==> src/hdl/fbfla_pkg.sv <==
// ----------------------------------------------------------------------------
// fbfla_pkg
// Shared types and constants for the fixed-size block pool allocator.
// ----------------------------------------------------------------------------
package fbfla_pkg;

  // Default pool depth handed to the top level.
  localparam int unsigned MAX_BLOCKS_DEF = 256;

  // Fixed field widths.
  localparam int unsigned CNT_W      = 9;
  localparam int unsigned SIZE_W     = 17;
  localparam int unsigned ADDR_W     = 32;
  localparam int unsigned GIDX_W     = 8;
  localparam int unsigned BIDX_W     = 8;
  localparam int unsigned OP_W       = 2;
  localparam int unsigned ST_W       = 2;
  localparam int unsigned CFG_IDX_W  = 2;
  localparam int unsigned CFG_DATA_W = 32;

  // Operation codes; code three is a no-op.
  typedef enum logic [OP_W-1:0] {
    OP_ALLOC = 2'd0,
    OP_FREE  = 2'd1,
    OP_STATS = 2'd2
  } op_e;

  typedef enum logic [ST_W-1:0] {
    ST_OK        = 2'd0,
    ST_EXHAUSTED = 2'd1,
    ST_NONE_USED = 2'd2
  } status_e;

  // Configuration register indexes.
  localparam logic [CFG_IDX_W-1:0] REG_BLOCK_COUNT = 2'd0;
  localparam logic [CFG_IDX_W-1:0] REG_BLOCK_SIZE  = 2'd1;
  localparam logic [CFG_IDX_W-1:0] REG_BASE_ADDR   = 2'd2;

  // Reset values.
  localparam logic [SIZE_W-1:0] RST_BLOCK_SIZE = 17'd64;
  localparam logic [ADDR_W-1:0] RST_BASE_ADDR  = 32'd0;
  localparam int unsigned       RST_BLOCK_CNT  = 256;

  // One result item.
  typedef struct packed {
    status_e             status;
    logic [GIDX_W-1:0]   granted_index;
    logic [ADDR_W-1:0]   granted_address;
    logic [CNT_W-1:0]    blocks_free;
    logic [CNT_W-1:0]    blocks_used;
    logic [CNT_W-1:0]    peak_in_use;
    logic                all_free;
    logic                exhausted;
  } result_t;

endpackage

==> src/hdl/fixed_block_free_list_allocator_top.sv <==
// ----------------------------------------------------------------------------
// fixed_block_free_list_allocator_top
// An accepted item waits in the input register until the result register is
// free or being drained, then executes into the registered result.
// The next item is taken only once the last one has left the input register,
// so the registered read of the link store at the new head is current.
// Reset and every write of the block count register start a link store
// rebuild over every block of the pool; no item is taken meanwhile.
// ----------------------------------------------------------------------------
module fixed_block_free_list_allocator_top #(
  parameter int unsigned MAX_BLOCKS = fbfla_pkg::MAX_BLOCKS_DEF
) (
  input  logic                             clk_i,
  input  logic                             rst_ni,
  // item input
  input  logic                             in_valid_i,
  output logic                             in_ready_o,
  input  logic [fbfla_pkg::OP_W-1:0]       op_i,
  input  logic [fbfla_pkg::BIDX_W-1:0]     block_index_i,
  // result output
  output logic                             out_valid_o,
  input  logic                             out_ready_i,
  output logic [fbfla_pkg::ST_W-1:0]       status_o,
  output logic [fbfla_pkg::GIDX_W-1:0]     granted_index_o,
  output logic [fbfla_pkg::ADDR_W-1:0]     granted_address_o,
  output logic [fbfla_pkg::CNT_W-1:0]      blocks_free_o,
  output logic [fbfla_pkg::CNT_W-1:0]      blocks_used_o,
  output logic [fbfla_pkg::CNT_W-1:0]      peak_in_use_o,
  output logic                             all_free_o,
  output logic                             exhausted_o,
  // configuration writes
  input  logic                             cfg_valid_i,
  output logic                             cfg_ready_o,
  input  logic [fbfla_pkg::CFG_IDX_W-1:0]  cfg_index_i,
  input  logic [fbfla_pkg::CFG_DATA_W-1:0] cfg_data_i
);

  localparam int unsigned IW     = $clog2(MAX_BLOCKS);
  localparam int unsigned CW     = fbfla_pkg::CNT_W;
  // Sweep counter must hold any legal block count minus one.
  localparam int unsigned SW     = (IW > CW) ? IW : CW;
  // Largest legal block count: the pool depth, capped to fit the 9-bit register.
  localparam int unsigned CapInt = (MAX_BLOCKS < 511) ? MAX_BLOCKS : 511;
  localparam logic [CW:0] CapCount = (CW+1)'(CapInt);
  localparam int unsigned RstInt =
    (MAX_BLOCKS < fbfla_pkg::RST_BLOCK_CNT) ? MAX_BLOCKS : fbfla_pkg::RST_BLOCK_CNT;
  localparam logic [CW-1:0] RstCount = CW'(RstInt);
  localparam int unsigned TblN = 1 << fbfla_pkg::BIDX_W;

  // --------------------------------------------------------------------------
  // Configuration registers
  // --------------------------------------------------------------------------
  logic [CW-1:0]                   count_q, count_d;
  logic [fbfla_pkg::SIZE_W-1:0]    size_q, size_d;
  logic [fbfla_pkg::ADDR_W-1:0]    base_q, base_d;
  logic                            cfg_wr;
  logic                            rebuild;
  logic [CW-1:0]                   cfg_cnt;
  logic [CW-1:0]                   cfg_cnt_clamped;

  assign cfg_ready_o = 1'b1;
  assign cfg_wr      = cfg_valid_i && cfg_ready_o;
  assign rebuild     = cfg_wr && (cfg_index_i == fbfla_pkg::REG_BLOCK_COUNT);
  assign cfg_cnt     = cfg_data_i[CW-1:0];

  // Zero counts as one block, anything above the pool depth as the depth.
  always_comb begin
    cfg_cnt_clamped = cfg_cnt;
    if (cfg_cnt == '0) begin
      cfg_cnt_clamped = CW'(1);
    end else if ({1'b0, cfg_cnt} > CapCount) begin
      cfg_cnt_clamped = CapCount[CW-1:0];
    end
  end

  always_comb begin
    count_d = count_q;
    size_d  = size_q;
    base_d  = base_q;
    if (cfg_wr) begin
      case (cfg_index_i)
        fbfla_pkg::REG_BLOCK_COUNT: count_d = cfg_cnt_clamped;
        fbfla_pkg::REG_BLOCK_SIZE:  size_d  = cfg_data_i[fbfla_pkg::SIZE_W-1:0];
        fbfla_pkg::REG_BASE_ADDR:   base_d  = cfg_data_i;
        default: begin
        end
      endcase
    end
  end

  always_ff @(posedge clk_i or negedge rst_ni) begin
    if (!rst_ni) begin
      count_q <= RstCount;
      size_q  <= fbfla_pkg::RST_BLOCK_SIZE;
      base_q  <= fbfla_pkg::RST_BASE_ADDR;
    end else begin
      count_q <= count_d;
      size_q  <= size_d;
      base_q  <= base_d;
    end
  end

  // --------------------------------------------------------------------------
  // Link store rebuild sweep: entry i gets i-1, ascending, one per cycle.
  // Only entries below the block count can be read before being written.
  // --------------------------------------------------------------------------
  logic          sweep_q, sweep_d;
  logic [SW-1:0] sweep_cnt_q, sweep_cnt_d;
  logic          sweep_last;
  logic [IW-1:0] sweep_addr;
  logic [IW-1:0] sweep_data;

  assign sweep_last = (sweep_cnt_q == (SW'(count_q) - SW'(1)));
  assign sweep_addr = sweep_cnt_q[IW-1:0];
  assign sweep_data = (sweep_addr == '0) ? '0 : (sweep_addr - IW'(1));

  always_comb begin
    sweep_d     = sweep_q;
    sweep_cnt_d = sweep_cnt_q;
    if (rebuild) begin
      sweep_d     = 1'b1;
      sweep_cnt_d = '0;
    end else if (sweep_q) begin
      if (sweep_last) begin
        sweep_d = 1'b0;
      end else begin
        sweep_cnt_d = sweep_cnt_q + SW'(1);
      end
    end
  end

  always_ff @(posedge clk_i or negedge rst_ni) begin
    if (!rst_ni) begin
      sweep_q     <= 1'b1;
      sweep_cnt_q <= '0;
    end else begin
      sweep_q     <= sweep_d;
      sweep_cnt_q <= sweep_cnt_d;
    end
  end

  // --------------------------------------------------------------------------
  // Input register. Only one item is in flight, so the store read of the
  // head issued at acceptance is current when the item executes.
  // --------------------------------------------------------------------------
  logic                         a_valid_q, a_valid_d;
  logic [fbfla_pkg::OP_W-1:0]   a_op_q;
  logic [IW-1:0]                a_idx_q;
  logic                         in_acc;
  logic                         b_fire;
  logic                         out_valid_q, out_valid_d;
  logic [IW-1:0]                idx_tbl [TblN];

  // block_index modulo pool depth, as a constant table.
  for (genvar g = 0; g < TblN; g++) begin : g_idx_tbl
    assign idx_tbl[g] = IW'(g % MAX_BLOCKS);
  end

  assign in_ready_o = !a_valid_q && !sweep_q;
  assign in_acc     = in_valid_i && in_ready_o;
  // Execute once the result register is free or being drained.
  assign b_fire     = a_valid_q && (!out_valid_q || out_ready_i);

  always_comb begin
    a_valid_d = a_valid_q;
    if (in_acc) begin
      a_valid_d = 1'b1;
    end else if (b_fire) begin
      a_valid_d = 1'b0;
    end
  end

  always_ff @(posedge clk_i or negedge rst_ni) begin
    if (!rst_ni) begin
      a_valid_q <= 1'b0;
    end else begin
      a_valid_q <= a_valid_d;
    end
  end

  always_ff @(posedge clk_i) begin
    if (in_acc) begin
      a_op_q  <= op_i;
      a_idx_q <= idx_tbl[block_index_i];
    end
  end

  // --------------------------------------------------------------------------
  // Free-list state and link store
  // --------------------------------------------------------------------------
  logic [IW-1:0]        head_q, head_d;
  logic [CW-1:0]        free_q, free_d;
  logic [CW-1:0]        peak_q, peak_d;
  logic [IW-1:0]        link_rd;
  logic [IW-1:0]        ex_head;
  logic [CW-1:0]        ex_free;
  logic [CW-1:0]        ex_peak;
  logic                 ex_we;
  logic [IW-1:0]        ex_waddr;
  logic [IW-1:0]        ex_wdata;
  fbfla_pkg::result_t   ex_res;
  logic                 mem_we;
  logic [IW-1:0]        mem_waddr;
  logic [IW-1:0]        mem_wdata;

  assign mem_we    = sweep_q || (b_fire && ex_we);
  assign mem_waddr = sweep_q ? sweep_addr : ex_waddr;
  assign mem_wdata = sweep_q ? sweep_data : ex_wdata;

  fbfla_link_mem #(
    .DEPTH (MAX_BLOCKS),
    .AW    (IW)
  ) u_link_mem (
    .clk_i   (clk_i),
    .we_i    (mem_we),
    .waddr_i (mem_waddr),
    .wdata_i (mem_wdata),
    .raddr_i (head_q),
    .rdata_o (link_rd)
  );

  fbfla_exec #(
    .IDX_W (IW)
  ) u_exec (
    .op_i    (a_op_q),
    .idx_i   (a_idx_q),
    .head_i  (head_q),
    .link_i  (link_rd),
    .free_i  (free_q),
    .peak_i  (peak_q),
    .count_i (count_q),
    .size_i  (size_q),
    .base_i  (base_q),
    .head_o  (ex_head),
    .free_o  (ex_free),
    .peak_o  (ex_peak),
    .we_o    (ex_we),
    .waddr_o (ex_waddr),
    .wdata_o (ex_wdata),
    .res_o   (ex_res)
  );

  // Rebuild: highest block at the head, every block free, peak cleared.
  always_comb begin
    head_d = head_q;
    free_d = free_q;
    peak_d = peak_q;
    if (rebuild) begin
      head_d = IW'(cfg_cnt_clamped - CW'(1));
      free_d = cfg_cnt_clamped;
      peak_d = '0;
    end else if (b_fire) begin
      head_d = ex_head;
      free_d = ex_free;
      peak_d = ex_peak;
    end
  end

  always_ff @(posedge clk_i or negedge rst_ni) begin
    if (!rst_ni) begin
      head_q <= IW'(RstCount - CW'(1));
      free_q <= RstCount;
      peak_q <= '0;
    end else begin
      head_q <= head_d;
      free_q <= free_d;
      peak_q <= peak_d;
    end
  end

  // --------------------------------------------------------------------------
  // Result register
  // --------------------------------------------------------------------------
  fbfla_pkg::result_t res_q;

  always_comb begin
    out_valid_d = out_valid_q;
    if (b_fire) begin
      out_valid_d = 1'b1;
    end else if (out_ready_i) begin
      out_valid_d = 1'b0;
    end
  end

  always_ff @(posedge clk_i or negedge rst_ni) begin
    if (!rst_ni) begin
      out_valid_q <= 1'b0;
    end else begin
      out_valid_q <= out_valid_d;
    end
  end

  always_ff @(posedge clk_i) begin
    if (b_fire) begin
      res_q <= ex_res;
    end
  end

  assign out_valid_o       = out_valid_q;
  assign status_o          = res_q.status;
  assign granted_index_o   = res_q.granted_index;
  assign granted_address_o = res_q.granted_address;
  assign blocks_free_o     = res_q.blocks_free;
  assign blocks_used_o     = res_q.blocks_used;
  assign peak_in_use_o     = res_q.peak_in_use;
  assign all_free_o        = res_q.all_free;
  assign exhausted_o       = res_q.exhausted;

endmodule

==> src/hdl/fbfla_link_mem.sv <==
// ----------------------------------------------------------------------------
// fbfla_link_mem
// Free-list link store: one write port, one registered read port.
// ----------------------------------------------------------------------------
module fbfla_link_mem #(
  parameter int unsigned DEPTH = fbfla_pkg::MAX_BLOCKS_DEF,
  parameter int unsigned AW    = $clog2(DEPTH)
) (
  input  logic          clk_i,
  input  logic          we_i,
  input  logic [AW-1:0] waddr_i,
  input  logic [AW-1:0] wdata_i,
  input  logic [AW-1:0] raddr_i,
  output logic [AW-1:0] rdata_o
);

  logic [AW-1:0] mem [DEPTH];
  logic [AW-1:0] rdata_q;

  always_ff @(posedge clk_i) begin
    if (we_i) begin
      mem[waddr_i] <= wdata_i;
    end
    rdata_q <= mem[raddr_i];
  end

  assign rdata_o = rdata_q;

endmodule

==> src/hdl/fbfla_exec.sv <==
// ----------------------------------------------------------------------------
// fbfla_exec
// Single-pass operation logic: pop, push or statistics reset, plus result.
// ----------------------------------------------------------------------------
module fbfla_exec #(
  parameter int unsigned IDX_W = 8
) (
  input  logic [fbfla_pkg::OP_W-1:0]   op_i,
  input  logic [IDX_W-1:0]             idx_i,
  input  logic [IDX_W-1:0]             head_i,
  input  logic [IDX_W-1:0]             link_i,
  input  logic [fbfla_pkg::CNT_W-1:0]  free_i,
  input  logic [fbfla_pkg::CNT_W-1:0]  peak_i,
  input  logic [fbfla_pkg::CNT_W-1:0]  count_i,
  input  logic [fbfla_pkg::SIZE_W-1:0] size_i,
  input  logic [fbfla_pkg::ADDR_W-1:0] base_i,
  output logic [IDX_W-1:0]             head_o,
  output logic [fbfla_pkg::CNT_W-1:0]  free_o,
  output logic [fbfla_pkg::CNT_W-1:0]  peak_o,
  output logic                         we_o,
  output logic [IDX_W-1:0]             waddr_o,
  output logic [IDX_W-1:0]             wdata_o,
  output fbfla_pkg::result_t           res_o
);

  localparam int unsigned PROD_W = IDX_W + fbfla_pkg::SIZE_W;

  logic [PROD_W-1:0]               prod;
  logic [fbfla_pkg::CNT_W-1:0]     used_pop;
  logic [fbfla_pkg::CNT_W-1:0]     used;
  fbfla_pkg::status_e              status;
  logic                            grant;

  // Offset of the head block; only used on a successful pop.
  assign prod     = PROD_W'(head_i) * PROD_W'(size_i);
  assign used_pop = count_i - (free_i - fbfla_pkg::CNT_W'(1));

  always_comb begin
    head_o = head_i;
    free_o = free_i;
    peak_o = peak_i;
    we_o   = 1'b0;
    status = fbfla_pkg::ST_OK;
    grant  = 1'b0;
    case (fbfla_pkg::op_e'(op_i))
      fbfla_pkg::OP_ALLOC: begin
        if (free_i == '0) begin
          status = fbfla_pkg::ST_EXHAUSTED;
        end else begin
          grant  = 1'b1;
          head_o = link_i;
          free_o = free_i - fbfla_pkg::CNT_W'(1);
          if (used_pop > peak_i) begin
            peak_o = used_pop;
          end
        end
      end
      fbfla_pkg::OP_FREE: begin
        if (free_i >= count_i) begin
          status = fbfla_pkg::ST_NONE_USED;
        end else begin
          we_o   = 1'b1;
          head_o = idx_i;
          free_o = free_i + fbfla_pkg::CNT_W'(1);
        end
      end
      fbfla_pkg::OP_STATS: begin
        peak_o = count_i - free_i;
      end
      default: begin
      end
    endcase
  end

  // Pushed entry links to the old head.
  assign waddr_o = idx_i;
  assign wdata_o = head_i;

  assign used = count_i - free_o;

  always_comb begin
    res_o.status          = status;
    res_o.granted_index   = grant ? fbfla_pkg::GIDX_W'(head_i) : '0;
    res_o.granted_address = grant ? (base_i + fbfla_pkg::ADDR_W'(prod)) : '0;
    res_o.blocks_free     = free_o;
    res_o.blocks_used     = used;
    res_o.peak_in_use     = peak_o;
    res_o.all_free        = (used == '0);
    res_o.exhausted       = (free_o == '0);
  end

endmodule

==> config.mk <==
export PLATFORM = sky130hd
export DESIGN_NAME = fixed_block_free_list_allocator_top
export DESIGN_NICKNAME = d
export VERILOG_FILES = /design/src/hdl/fbfla_pkg.sv /design/src/hdl/fixed_block_free_list_allocator_top.sv /design/src/hdl/fbfla_link_mem.sv /design/src/hdl/fbfla_exec.sv
export SDC_FILE = /design/constraint.sdc
export NUM_CORES = 2
export LEC_CHECK = 0
export BUFFER_PORTS_ARGS = -buffer_cell sky130_fd_sc_hd__buf_4
export CAP_MARGIN = 5
export CORE_ASPECT_RATIO = 0.9
export CORE_MARGIN = 2
export CORE_UTILIZATION = 29
export DETAILED_ROUTE_END_ITERATION = 6
export GPL_TIMING_DRIVEN = 0
export SYNTH_ARGS = -nofsm -noshare
export SYNTH_HDL_FRONTEND = slang
export SYNTH_SLANG_ARGS = --single-unit
==> constraint.sdc <==
create_clock -name clk_i -period 19.4 [get_ports clk_i]
set_clock_uncertainty 0.2 [all_clocks]
set_input_delay 5.82 -clock clk_i [delete_from_list [all_inputs] [get_ports clk_i]]
set_output_delay 5.82 -clock clk_i [all_outputs]
set_load 0.05 [all_outputs]
Word level (Yosys, flattened, before mapping)
Memories as Yosys holds them, arrays and structs flattened. A register that Yosys moved wholly into a read port is not among the register bits. Cells that the tools add are included.

Output and inout port bits: 74. Memory bits (writable): 2048. Memories kept: 2. Logic and storage cells: 110. Bits in registers: 169. Bits in read-only memories: 2048. Input port bits: 49.

Memory list: (name not given) (words 256, bits a word 8, read ports 1, clocked after Yosys merged registers in 1, write ports 0, RTL line fixed_block_free_list_allocator_top.sv:184) `a_idx_q <= idx_tbl[block_index_i];`; u_link_mem.mem (words 256, bits a word 8, read ports 1, clocked after Yosys merged registers in 1, write ports 1, RTL line fbfla_link_mem.sv:17) `logic [AW-1:0] mem [DEPTH];`.

$lt $le $gt $ge: 3. Bitwise operators: 1. $mul: 1. Mux-type cells: 39. Reductions and logical operators: 27. Add/subtract/negate cells: 10. Equal/unequal tests: 8.

Operators by type and width (count): $mux W9 (13); $mux W8 (7); $logic_not A9 Y1 (4); $pmux W9 S2 (2); $add A32 B25 Y32 (1); $sub A9 B9 Y9 (3); $mul A8 B17 Y25 (1); $add A9 B1 Y9 const B (2); $sub A9 B1 Y9 const B (2); $pmux W8 S2 (1); $sub A8 B1 Y8 const B (2); $mux W1 (14); $eq A9 B9 Y1 (1); $ge A9 B9 Y1 (1); $gt A9 B9 Y1 (1); $gt A9 B9 Y1 const B (1); $not A8 Y9 (1); $logic_not A8 Y1 (1); $reduce_and A2 Y1 (4); $reduce_bool A2 Y1 (4); $ne A3 B3 Y1 const B (2); $logic_and A1 B1 Y1 (5); $eq A2 B1 Y1 const B (2); $eq A2 B2 Y1 const B (2); 8 further kinds (12).

Longest topological paths before layout
Word-level depth: 8. Depth in mapped cells: 25. Gate-level depth less buffers: 20.

By module
Synthesis repeated with hierarchy kept, for this count alone.

Cells, all modules: 5309. Area total of the unflattened synthesis: 94793.4 um^2.

By module, submodules not included: fbfla_link_mem (area each 79556.3 um^2, sequential area each 61659.1 um^2, cells an instance 3733, instances 1); fbfla_exec (area each 8074.0 um^2, sequential area each 0.0 um^2, cells an instance 1051, instances 1); fixed_block_free_list_allocator_top (area each 7163.1 um^2, sequential area each 4849.7 um^2, cells an instance 525, instances 1).

Worst setup path after synthesis
Ideal clock, no wire load.

Kind: flip-flop to flip-flop. From: register sweep_q. To: memory u_link_mem.mem[0][0] in the netlist's numbering (data pin). Slack: 9050 ps. Setup time: 1584 ps. Data arrival time: 8566 ps. Required time: 17616 ps. Buffers on the path: 3. Period minus slack after synthesis: 10350 ps. Stages on the path, launching flop included: 6. Path through: dfstp_2 -> clkbuf_1 -> clkbuf_1 -> buf_1 -> o31ai_1 -> o22ai_1.

Longest elaborated chain between the ends: 1.

RTL lines: start: declaration (RTL line fixed_block_free_list_allocator_top.sv:107) `logic sweep_q, sweep_d;`; start signal: assignment (RTL line fixed_block_free_list_allocator_top.sv:137) `sweep_q <= sweep_d;`; $mux W8 (RTL line fixed_block_free_list_allocator_top.sv:208) `assign mem_wdata = sweep_q ? sweep_data : ex_wdata;`; via mem_wdata[0] (RTL line fixed_block_free_list_allocator_top.sv:204) `logic [IW-1:0] mem_wdata;`; end: declaration (RTL line fbfla_link_mem.sv:17).

The timed path passes the listed nets, and every way through them passes these cells.

Final worst setup path
From: input out_ready_i. To: memory u_link_mem.mem[12][4] in the netlist's numbering, enable pin.

Longest elaborated chain between the ends: 6.

RTL lines: start: declaration (RTL line fixed_block_free_list_allocator_top.sv:22) `input logic out_ready_i,`; $logic_or A1 B1 Y1 (RTL line fixed_block_free_list_allocator_top.sv:162) `assign b_fire = a_valid_q && (!out_valid_q || out_ready_i);`; $logic_and A1 B1 Y1 (RTL line fixed_block_free_list_allocator_top.sv:162); $logic_and A1 B1 Y1 (RTL line fixed_block_free_list_allocator_top.sv:206) `assign mem_we = sweep_q || (b_fire && ex_we);`; $logic_or A1 B1 Y1 (RTL line fixed_block_free_list_allocator_top.sv:206); $mux W1 (RTL line fbfla_link_mem.sv:21) `if (we_i) begin`; $mux W1 (not written as such) (RTL line fbfla_link_mem.sv:22) `mem[waddr_i] <= wdata_i;`.

No other way between the ends.

==> impl_metrics.env <==
export IMPL_clock_fmax_mhz=95.81
export IMPL_violations="design-rule violations"
export IMPL_r2r_end="granted_address_o[30]$_SDFFCE_PN0P_"
export IMPL_r2r_slack_ns=9.65
export IMPL_place_gp_congestion=0.8564
export IMPL_setup_viol=0
export IMPL_rows=197
export IMPL_grt_usage=0.1575
export IMPL_path_cells="buf_4 > nand2b_1 > nand2_1 > clkbuf_1 > nor2_1 > nand4_1 > o21ai_0 > nand2_1 > clkbuf_2 > nor2_1"
export IMPL_clk_latency_ns=0.91
export IMPL_post_cts_buffers=0
export IMPL_seq_area_frac_synth=0.7113
export IMPL_postCtsHoldBufs=0
export IMPL_synth_cells=4762
export IMPL_core_area_sq_um=320400
export IMPL_end_kind="flop"
export IMPL_cts_max_path_buffers=4
export IMPL_yosys_cell_count_top_type="edfxtp_1"
export IMPL_whs_ns=0.2954
export IMPL_yosysWarnings=0
export IMPL_async_flop_share=0.04299
export IMPL_dieArea_sq_um=327000
export IMPL_startpoint="out_ready_i"
export IMPL_routed_via_count=49042
export IMPL_fin_crit_sh=0.5380
export IMPL_drc=6
export IMPL_synth_nets=5017
export IMPL_cp_start_kind="input port"
export IMPL_fillerInstances=30043
export IMPL_cp_slowest_cell="o21ai_0"
export IMPL_leakage_nw=35.19
export IMPL_dp_hpwl_mm=181.6
export IMPL_cts_sinks=2233
export IMPL_area_growth_pct=16.16
export IMPL_avgSynthCellArea_sq_um=19.64
export IMPL_critPathMaxFanout=12
export IMPL_die_y_um=542.7
export IMPL_grt_overflow_total=0
export IMPL_cts_max_level=4
export IMPL_worst_slew_pin_slew_ns=1.406
export IMPL_crit_end="u_link_mem.mem[12][4]$_DFFE_PP_"
export IMPL_synth_top_area_share=0.6837
export IMPL_start_util=0.2918
export IMPL_synth_common_cells="edfxtp_1, mux4_2, nor2_1"
export IMPL_required_ns=19.68
export IMPL_ir_worst_vdd_v=0.0002625
export IMPL_first_pass_iters=7
export IMPL_synth_edf_count=2129
export IMPL_first_global_vias=48699
export IMPL_worstSetupPathType="in -> reg"
export IMPL_fp_dieW_um=602.6
export IMPL_wire_per_inst_um=27.16
export IMPL_yosys_top_cells_area="edfxtp_1, mux4_2, fa_1"
export IMPL_ant_nets=0
export IMPL_path_clk_slew_ns=0.07
export IMPL_r2r_start="head_q[1]$_DFFE_PN1P_"
export IMPL_cp_slowest_stage_delay_ns=0.97
export IMPL_wirelength_mm=261.9
export IMPL_grt_max_degree=97
export IMPL_synth_area_sq_um=93510
export IMPL_antenna_found_initial=14
export IMPL_status="finished with violations"
export IMPL_cap_violations=0
export IMPL_fin_ws_ns=8.963
export IMPL_drive_gt1_frac=0.2520
export IMPL_yosys_area_top_type="edfxtp_1"
export IMPL_ctsResizeCount=0
export IMPL_maxSlewHeadroom=0.06282
export IMPL_cts_tree="yes"
export IMPL_grt_pass1_wl_mm=368.4
export IMPL_slew_viol_final=0
export IMPL_yosysUniqueCellTypes=79
export IMPL_cts_made_buffers=225
export IMPL_min_period_ns=10.44
export IMPL_fin_nets=5436
export IMPL_pre_cts_ws_ns=8.235
export IMPL_crit_arrival_ns=10.72
export IMPL_dr_first_iter_drc_count=6510
export IMPL_power_density_nw_per_um2=175.5
export IMPL_rsz0062_at_grt="no"
export IMPL_synth_seq_cells=2233
export IMPL_io_pins=123
export IMPL_hold_class="reg -> reg"
export IMPL_finalHoldViolations=0
export IMPL_routed_via_density=5.086
export IMPL_cts_root_buffer="clkbuf_16"
export IMPL_reg2reg_depth=23
export IMPL_ys_flop_type="edfxtp_1"
export IMPL_io_buffers=118
==> final cells by class <==
type                    count  area, sq um  area share
diodes                      6        15.01   0.0001382
inverters                 223        838.3    0.007718
clock inverters           133         1267     0.01167
multi-input cells        2053        25250      0.2325
flip-flops and latches   2233        66510      0.6123
clock buffers             271         5874     0.05408
plain buffers             253         1071    0.009860
repair buffers            192         2442     0.02249
well taps                4278         5353     0.04928
==> per-stage QoR <==
| step | instances | util | cell area, sq um | TNS, ns | power, mW |
|---|---|---|---|---|---|
| 5_1_grt | 9637 | 0.3389 | 108600 | 0 | 19.95 |
| 4_1_cts | 9631 | 0.3386 | 108500 | 0 | 19.08 |
| 3_3_place_gp | 9158 | 0.3113 | 99750 | -1584.85 | 14.63 |
| 6_report | 9642 | 0.3390 | 108600 | 0 | 19.06 |
| 3_5_place_dp | 9227 | 0.3164 | 101400 | 0 | 14.82 |
| 2_1_floorplan | 4762 | - | 93510 | 0 | 12.13 |
==> state kept, by name (all words and copies together) (netlist names), 17 cells and up <==
name / flops
granted_address_o: 32
u_link_mem.mem: 2048
base_q: 32
size_q: 17
==> how the worst min path moves through the flow <==
stage	from	endpoint	slack [ns]	depth (start not counted)
finish	base_q[8]$_DFFE_PN0P_	base_q[8]$_DFFE_PN0P_	0.30	2
global route	base_q[6]$_DFFE_PN0P_	base_q[6]$_DFFE_PN0P_	0.31	1
CTS	base_q[8]$_DFFE_PN0P_	base_q[8]$_DFFE_PN0P_	0.30	2
detailed placement	base_q[8]$_DFFE_PN0P_	base_q[8]$_DFFE_PN0P_	0.28	2
global placement	base_q[8]$_DFFE_PN0P_	base_q[8]$_DFFE_PN0P_	0.27	2
floorplan	base_q[8]$_DFFE_PN0P_	base_q[8]$_DFFE_PN0P_	0.25	2
==> worst max-delay path, delay by kind of cell <==
family          cells  cell delay (ns)
simple gates        6             2.63
buf+inv             3             1.23
compound gates      1             0.97
==> where the power goes <==
part	switching (mW)	internal [mW]
logic	5.07	3.01
registers	0.0852	6.63
clock network	1.86	2.42
total	7.01	12.1
==> layer usage <==
| layer | track usage | part of all wire |
|---|---|---|
| met5 | 0 | 0.00012 |
| met4 | 0.04590 | 0.030 |
| met3 | 0.03466 | 0.096 |
| met2 | 0.2444 | 0.46 |
| met1 | 0.2214 | 0.42 |
==> layout by cell type (no fill, tap or decap), drive strengths merged, types with 21 or more instances in the layout <==
cell,n
clkbuf,440
nor3,22
edfxtp,2129
a21o,21
o21ai,76
fa,116
mux4,672
a21oi,60
a22oi,23
xor2,30
nand2,174
inv,230
and2,93
nand3,22
mux2,48
buf,276
dfrtp,84
ha,90
nor2,357
xnor2,44
clkinv,94
==> logic make-up (layout without fill, tap and decap cells) <==
| family | Yosys count | count (layout) | share of synthesized area |
|---|---|---|---|
| compound gates | 281 | 281 | 0.01952 |
| xor+xnor | 74 | 74 | 0.006931 |
| fa+ha+maj | 206 | 206 | 0.03688 |
| buf+inv | 476 | 1072 | 0.02000 |
| flops | 2233 | 2233 | 0.7113 |
| mux | 724 | 724 | 0.1682 |
| other cells | 1 | 7 | 0.00004010 |
| simple gates | 767 | 767 | 0.03716 |
No activity file was read; power rests on OpenSTA's default activity.
